File: config.mk
export PLATFORM = sky130hd
export DESIGN_NAME = spq_cell
export DESIGN_NICKNAME = d
export VERILOG_FILES = /design/src/rtl/core/spq_pkg.sv /design/src/rtl/core/spq_cell.sv
export SDC_FILE = /design/constraint.sdc
export NUM_CORES = 1
export LEC_CHECK = 0
export BUFFER_PORTS_ARGS = -buffer_cell sky130_fd_sc_hd__buf_2
export CORE_MARGIN = 3
export CORE_UTILIZATION = 49
export CTS_BUF_LIST = sky130_fd_sc_hd__clkbuf_2
export CTS_CLUSTER_SIZE = 24
export DETAILED_ROUTE_END_ITERATION = 7
export GPL_TIMING_DRIVEN = 0
export PLACE_DENSITY = 0.89
export SLEW_MARGIN = 15
export SYNTH_ARGS = -nofsm -noshare
export SYNTH_HDL_FRONTEND = slang
export SYNTH_SLANG_ARGS = --single-unit
File: constraint.sdc
create_clock -name clk_i -period 7.35 [get_ports clk_i]
set_clock_uncertainty 0.15 [all_clocks]
set_input_delay 1.47 -clock clk_i [delete_from_list [all_inputs] [get_ports clk_i]]
set_output_delay 1.47 -clock clk_i [all_outputs]
set_load 0.005 [all_outputs]
File: src/rtl/core/spq_pkg.sv
package spq_pkg;

  localparam int unsigned QueueDepth = 256;
  localparam int unsigned CountW     = $clog2(QueueDepth + 1);
  localparam int unsigned FreqW      = 32;
  localparam int unsigned TagW       = 9;
  localparam int unsigned EntryCntW  = 9;

  localparam logic ModeInsert = 1'b0;
  localparam logic ModeRemove = 1'b1;

  typedef enum logic [1:0] {
    StDone  = 2'd0,
    StEmpty = 2'd1,
    StFull  = 2'd2
  } status_e;

  typedef struct packed {
    logic             mode;
    logic [FreqW-1:0] frequency;
    logic [TagW-1:0]  node_tag;
  } spq_in_t;

  typedef struct packed {
    status_e              status;
    logic [FreqW-1:0]     out_frequency;
    logic [TagW-1:0]      out_tag;
    logic [EntryCntW-1:0] entry_count;
  } spq_out_t;

  typedef struct packed {
    logic [FreqW-1:0] freq;
    logic [TagW-1:0]  tag;
  } entry_t;

  // Control broadcast to every cell of the chain.
  typedef struct packed {
    logic   shift_in;
    logic   shift_out;
    entry_t ins;
  } spq_ctrl_t;

  // What a cell shows its neighbors.
  typedef struct packed {
    logic   valid;
    logic   lt;
    entry_t entry;
  } cell_link_t;

endpackage

File: src/rtl/core/spq_cell.sv
module spq_cell
  import spq_pkg::*;
(
  input  logic       clk_i,
  input  logic       rst_ni,
  input  spq_ctrl_t  ctrl_i,
  input  cell_link_t left_i,
  input  cell_link_t right_i,
  output cell_link_t link_o
);

  logic   valid_q, valid_d;
  entry_t entry_q, entry_d;
  logic   own_lt;

  // Cell stays put when it holds a strictly smaller key than the new entry.
  assign own_lt = valid_q && (entry_q.freq < ctrl_i.ins.freq);

  always_comb begin
    valid_d = valid_q;
    entry_d = entry_q;
    if (ctrl_i.shift_out) begin
      valid_d = right_i.valid;
      entry_d = right_i.entry;
    end else if (ctrl_i.shift_in && !own_lt) begin
      valid_d = valid_q || left_i.valid;
      entry_d = left_i.lt ? ctrl_i.ins : left_i.entry;
    end
  end

  always_ff @(posedge clk_i or negedge rst_ni) begin
    if (!rst_ni) begin
      valid_q <= 1'b0;
    end else begin
      valid_q <= valid_d;
    end
  end

  always_ff @(posedge clk_i) begin
    entry_q <= entry_d;
  end

  assign link_o.valid = valid_q;
  assign link_o.lt    = own_lt;
  assign link_o.entry = entry_q;

endmodule

==> summary.txt, run 1 <==
Outcome
  • Status: finished clean

Synthesis
  • Post-synthesis adder-cell area fraction: 0.131
  • Largest family of logic cells by synthesized area: compound AO/OA/AOI/OAI gates
  • Compound-Gate Fraction of Synth Area: 0.139
  • Cell variety after synth: 29
  • Xor/xnor share of the synthesized area: 0
  • Sequential share of the synthesized area: 0.424
  • Post-synthesis simple-gate area fraction: 0.102
  • Multiplexer share of the synthesized area: 0.139
  • Mapped cell area: 2960 sq um
  • Mean Syn Cell Area: 9.87 sq um
  • Mapped Cells: 300
  • Yosys synthesis warning count: 0
  • Syn nets: 462
  • Synthesized flop and latch total: 42

Floorplanning
  • Number of I/O pins: 174
  • Die Wd: 83.7 um
  • Core area: 5680 sq um
  • Starting density of the core: 0.522
  • Die area: 7010 sq um
  • # rows: 27
  • Die Y: 83.7 um

Timing
  • Final Critical Period: 5.08 ns
  • Setup WS post-layout: 2.27 ns
  • Fin Setup TNS: 0 ns
  • Max_slew headroom: 0.434
  • Final Hold Fails: 0
  • Fin crit share: 0.692
  • Worst slew pin tran: 0.846 ns
  • RSZ-0062 raised after global routing: false
  • Max Clock Freq: 197 MHz
  • Slew Viols, Final: 0
  • Final setup viols: 0

Detailed routing
  • Routed vias: 2915
  • DRC: 0
  • Antenna-violating nets left: 0
  • Drt first pass iters: 4
  • Routed WL per cell: 14.9 um
  • DR iter-0 viols: 53
  • Final WL: 8210 um
  • Via density: 5.28

Power and ir drop
  • Maximum vdd drop: 94.3 uV
  • Power Total: 611 uW
  • Static leakage: 0.00212 uW
  • PD cells: 153 nW/um^2

Finish
  • Share of layout cells above drive strength 1: 0.398
  • Layout Nets: 641
  • Ant. Diodes: 0
  • Layout area overhead: 34.6%
  • Most frequent cells in the layout: buf_2 (175), nand2_1 (47), o21ai_0 (45)
  • Most common cell after layout, fill and taps aside: buf_2

Clock network
  • # Post-CTS Setup Buffers: 0
  • Clock tree buffer depth: 2
  • Clock transition at the registers of the reported paths: 0.20 ns
  • Clk sinks: 42
  • CTS Root Cell: clkbuf_2
  • CTS buffer count: 5
  • CTS tree: yes
  • H-tree lvl count: 2
  • CTS resizes: 0
  • CTS Hold Bufs: 0
  • Clock Latency Late Sink: 0.40 ns

Global route
  • Initial antenna violation count: 0
  • First-pass GRT wire length: 13400 um
  • Total global routing overflow: 0
  • Total track usage: 0.234
  • Largest net degree at the start of global routing: 26
  • Vias in the first global route: 3045

Worst hold path
  • Worst min path class: input port to asynchronous set/reset pin

Setup path
  • Setup CP Type: input port to output pin
  • Endpoint class of the critical path: output pin
  • CP Launch Type: input port
  • WP data required: 5.73 ns
  • Arr. time, crit path: 3.46 ns
  • Crit Path Max Fanout: 3

Job
  • Max-cap violations: 0

Placed design
  • Dpl hpwl: 6650 um
  • Pre-CTS setup slack: 2.31 ns
  • Number of buffers inserted by port buffering: 171
  • Routability cong.: 0.861
## stage by stage
| stage | cell area (sq um) | utilization | hold WS [ns] | instances |
|---|---|---|---|---|
| 2_1_floorplan | 2960 | - | 0.523 | 300 |
| 3_3_place_gp | 3910 | 0.688 | 0.577 | 543 |
| 3_5_place_dp | 3950 | 0.695 | 0.620 | 544 |
| 4_1_cts | 3980 | 0.702 | 0.608 | 552 |
| 5_1_grt | 3980 | 0.702 | 0.591 | 552 |
| 6_report | 3980 | 0.702 | 0.645 | 552 |
## per-layer routing
metal,GRT usage,wire length [um],up-vias
met1,0.258,3100,1315
met4,0.0804,161,0
li1,-,-,1437
met5,0,0,-
met2,0.433,4250,145
met3,0.0563,693,18
## synthesized netlist by cell type
master    number  share of area
a21oi_2        1         0.0030
and4_1         1         0.0030
nor2_1         2         0.0025
o311a_1        1         0.0034
edfxtp_1      41           0.42
nand2_1       47          0.060
nor3_2         1         0.0034
o41ai_2        1         0.0055
o21ai_0       45          0.076
buf_2          4         0.0068
a21oi_1       13          0.022
a211o_1        1         0.0030
dfrtp_1        1         0.0085
nand4_1        5          0.011
a31oi_1        2         0.0042
nand2b_1       3         0.0063
a21o_1         3         0.0076
a311o_1        1         0.0034
nand3_1        5         0.0085
nand4_2        1         0.0042
mux2i_1       41           0.14
a211oi_1       1         0.0025
ha_1          31           0.13
or3_4          1         0.0038
inv_1         32          0.041
a221o_1        1         0.0034
buf_4          2         0.0051
o21bai_1       2         0.0051
clkbuf_1      10          0.013
## layout make-up
| type | count | area (sq um) |
|---|---|---|
| Inverter | 32 | 120 |
| Clock buffer | 6 | 30.0 |
| Clock inverter | 2 | 8.76 |
| Multi-Input combinational cell | 210 | 1520 |
| Timing Repair Buffer | 172 | 883 |
| Fill cell | 457 | 1690 |
| Sequential cell | 42 | 1260 |
| Buffer | 16 | 72.6 |
| Tap cell | 72 | 90.1 |
## power by group
part / total, uW / switching (uW) / internal, uW
Clock: 97.5 / 74.1 / 23.4
Sequential: 314 / 14.1 / 299
Combinational: 200 / 102 / 98.4
Total: 611 / 190 / 421
## registers in the layout, summed over array words and instances (netlist names)
name     flops
link_o      41
valid_q      1
## worst max-delay path: stages
cell     delay, ns
buf_2         0.08
inv_1         0.04
ha_1          0.29
a21oi_1       0.15
o21ai_0       0.14
a221o_1       0.31
or3_4         0.34
a31oi_1       0.35
buf_4         0.18
buf_2         0.10
## cells by family after synthesis
group / after synthesis
simple gates: 66
fa+ha+maj: 31
compound gates: 72
flops: 42
mux: 41
buf+inv: 48
## worst paths after layout
check	slack, ns	to	start	depth (start not counted)
hold reg to reg	0.65	valid_q	valid_q	3
min in group clk_i	0.65	valid_q	valid_q	3
hold / removal	0.65	valid_q	rst_ni	1
setup reg to reg	4.00	link_o[15]	link_o[16]	7
max in group asynchronous	6.32	valid_q	rst_ni	1
setup / recovery	2.27	link_o[41]	ctrl_i[26]	10
No activity file was read; power rests on OpenSTA's default activity.
==> inputs of run 2 (changes only) <==
--- a/config.mk
+++ b/config.mk
@@ -7,12 +7,12 @@
 export LEC_CHECK = 0
 export BUFFER_PORTS_ARGS = -buffer_cell sky130_fd_sc_hd__buf_2
 export CORE_MARGIN = 3
-export CORE_UTILIZATION = 49
+export CORE_UTILIZATION = 41
 export CTS_BUF_LIST = sky130_fd_sc_hd__clkbuf_2
 export CTS_CLUSTER_SIZE = 24
 export DETAILED_ROUTE_END_ITERATION = 7
 export GPL_TIMING_DRIVEN = 0
-export PLACE_DENSITY = 0.89
+export PLACE_DENSITY = 0.79
 export SLEW_MARGIN = 15
 export SYNTH_ARGS = -nofsm -noshare
 export SYNTH_HDL_FRONTEND = slang
==> constraint.sdc (replaced) <==
create_clock -name clk_i -period 4.1 [get_ports clk_i]
set_clock_uncertainty 0.15 [all_clocks]
set_input_delay 0.82 -clock clk_i [delete_from_list [all_inputs] [get_ports clk_i]]
set_output_delay 0.82 -clock clk_i [all_outputs]
set_load 0.005 [all_outputs]
==> run 2 against run 1 <==
  * Cell area increased by 2.3%
  * Critical endpoint unchanged
  * Register-to-register slack got worse by 3.1 ns
  * Largest cell class unchanged
  * Non-clock buffer count grew 1
  * Clock power grew to 3.2 times the previous value
  * Highest routed layer unchanged
  * Die area is 18% higher
  * Global-route usage decreased by 3.5 points
==> summary.txt, run 2 (synthesis results as in run 1) <==
Outcome
  • Status: finished clean

Power and ir drop
  • Sw Share: 0.286
  • Clock power frac: 0.251
  • PD cells: 301 nW/um^2
  • Sw Pwr: 351 uW
  • Comb pwr share: 0.291
  • Maximum vdd drop: 137 uV
  • Sequential power share: 0.459
  • Static leakage: 0.00215 uW
  • Internal power: 876 uW

Setup path
  • CP Launch Type: input port
  • Cell mode on critical path: buf_2
  • Setup CP Type: input port to output pin
  • CP max-delay cell: or3_4
  • Crit Path Max Fanout: 3
  • Endpoint class of the critical path: output pin
  • FF-to-FF setup slack: 0.91 ns
  • WP data required: 3.13 ns
  • Arr. time, crit path: 2.82 ns
  • Crit path largest cell delay: 0.34 ns
  • Buf/Inv on CP: 4
  • Largest delay share family, worst path: compound AO/OA/AOI/OAI gates
  • Critical Path, Cell by Cell: buf_2 -> inv_1 -> ha_1 -> a21oi_1 -> o21ai_0 -> a221o_1 -> or3_4 -> a31oi_1 -> buf_4 -> buf_2

Timing
  • Final setup viols: 0
  • Hold Slack: 0.504 ns
  • Slew Viols, Final: 0
  • Fin crit share: 0.925
  • Final Hold Fails: 0
  • Max Clock Freq: 264 MHz
  • RSZ-0062 raised after global routing: false
  • Setup WS post-layout: 0.307 ns
  • Worst slew pin tran: 0.647 ns
  • Fin Setup TNS: 0 ns
  • Max_slew headroom: 0.567
  • Final Critical Period: 3.79 ns

Clock network
  • CTS tree: yes
  • # Post-CTS Setup Buffers: 0
  • CTS Root Cell: clkbuf_2
  • CTS buffer count: 5
  • H-tree lvl count: 2
  • Clock transition at the registers of the reported paths: 0.23 ns
  • Clock Latency Late Sink: 0.42 ns
  • CTS Hold Bufs: 1
  • Clock tree buffer depth: 2
  • Clk sinks: 42
  • CTS resizes: 0

Detailed routing
  • Final WL: 8220 um
  • Routed vias: 2882
  • Via density: 4.99
  • Antenna-violating nets left: 0
  • DRC: 0
  • DR iter-0 viols: 82
  • Routed WL per cell: 14.2 um
  • Drt first pass iters: 4

Finish
  • Most frequent cells in the layout: buf_2 (175), nand2_1 (47), o21ai_0 (45)
  • Finished Core Util: 0.590
  • Fillers: 660
  • Fin cells: 577
  • Layout Nets: 642
  • Ant. Diodes: 0
  • Layout area overhead: 37.6%
  • Most common cell after layout, fill and taps aside: buf_2
  • Largest register FFs: 41
  • Share of layout cells above drive strength 1: 0.397

Placed design
  • Number of buffers inserted by port buffering: 171
  • Post-Place Cells: 568
  • Dpl hpwl: 6810 um
  • Pre-CTS setup slack: 0.328 ns
  • Routability cong.: 0.821

Floorplanning
  • Starting density of the core: 0.429
  • Die area: 8280 sq um
  • Core area: 6910 sq um
  • # rows: 30
  • Number of I/O pins: 174
  • Die Y: 91.0 um
  • Die Wd: 91.0 um

Global route
  • Vias in the first global route: 2942
  • Total global routing overflow: 0
  • Grt met3 use: 0.0365
  • Total track usage: 0.199
  • Largest net degree at the start of global routing: 24
  • Met2 Usage GRT: 0.368
  • Initial antenna violation count: 0
  • Most crowded layer after global routing: met2
  • First-pass GRT wire length: 13500 um
  • M1 GR Usage: 0.230

Job
  • Max-cap violations: 0

Worst hold path
  • Worst min path class: input port to asynchronous set/reset pin
==> run 2: path summary, 6_finish.rpt <==
| kind | from | endpoint | depth (start not counted) |
|---|---|---|---|
| hold reg to reg | valid_q | valid_q | 3 |
| hold / removal | rst_ni | valid_q | 2 |
| min in group clk_i | right_i[35] | link_o[35] | 3 |
| max in group asynchronous | rst_ni | valid_q | 2 |
| setup reg to reg | link_o[16] | link_o[7] | 7 |
| setup / recovery | ctrl_i[28] | link_o[41] | 10 |
==> run 2: area by class of cell <==
| cell class | count | area (sq um) | share of cell area |
|---|---|---|---|
| repair buffers | 173 | 893 | 0.219 |
| clock buffers | 5 | 25.0 | 0.00614 |
| well taps | 96 | 120 | 0.0295 |
| multi-input cells | 210 | 1520 | 0.374 |
| flip-flops and latches | 42 | 1260 | 0.308 |
| plain buffers | 16 | 72.6 | 0.0178 |
| inverters | 32 | 120 | 0.0295 |
| clock inverters | 3 | 63.8 | 0.0157 |
==> run 2: power groups by stage <==
stage                     combinational (uW)  sequential, uW  clock, uW
final                                    357             563        308
after detailed placement                 359             573          0
after CTS                                362             563        315
after global placement                   340             573          0
after floorplan                          179             576          0
after global routing                     405             569        335
==> run 2: routing by layer <==
metal / wire (um) / vias up
met3: 581 / 15
li1: - / 1441
met2: 4260 / 119
met4: 182 / 0
met5: 0 / -
met1: 3200 / 1307
==> run 2: per-stage QoR <==
stage                     cell area, sq um  total power, uW
final                                 4070             1230
after global routing                  4070             1310
after CTS                             4070             1240
after detailed placement              3980              932
after global placement                3940              913
after floorplan                       2960              755
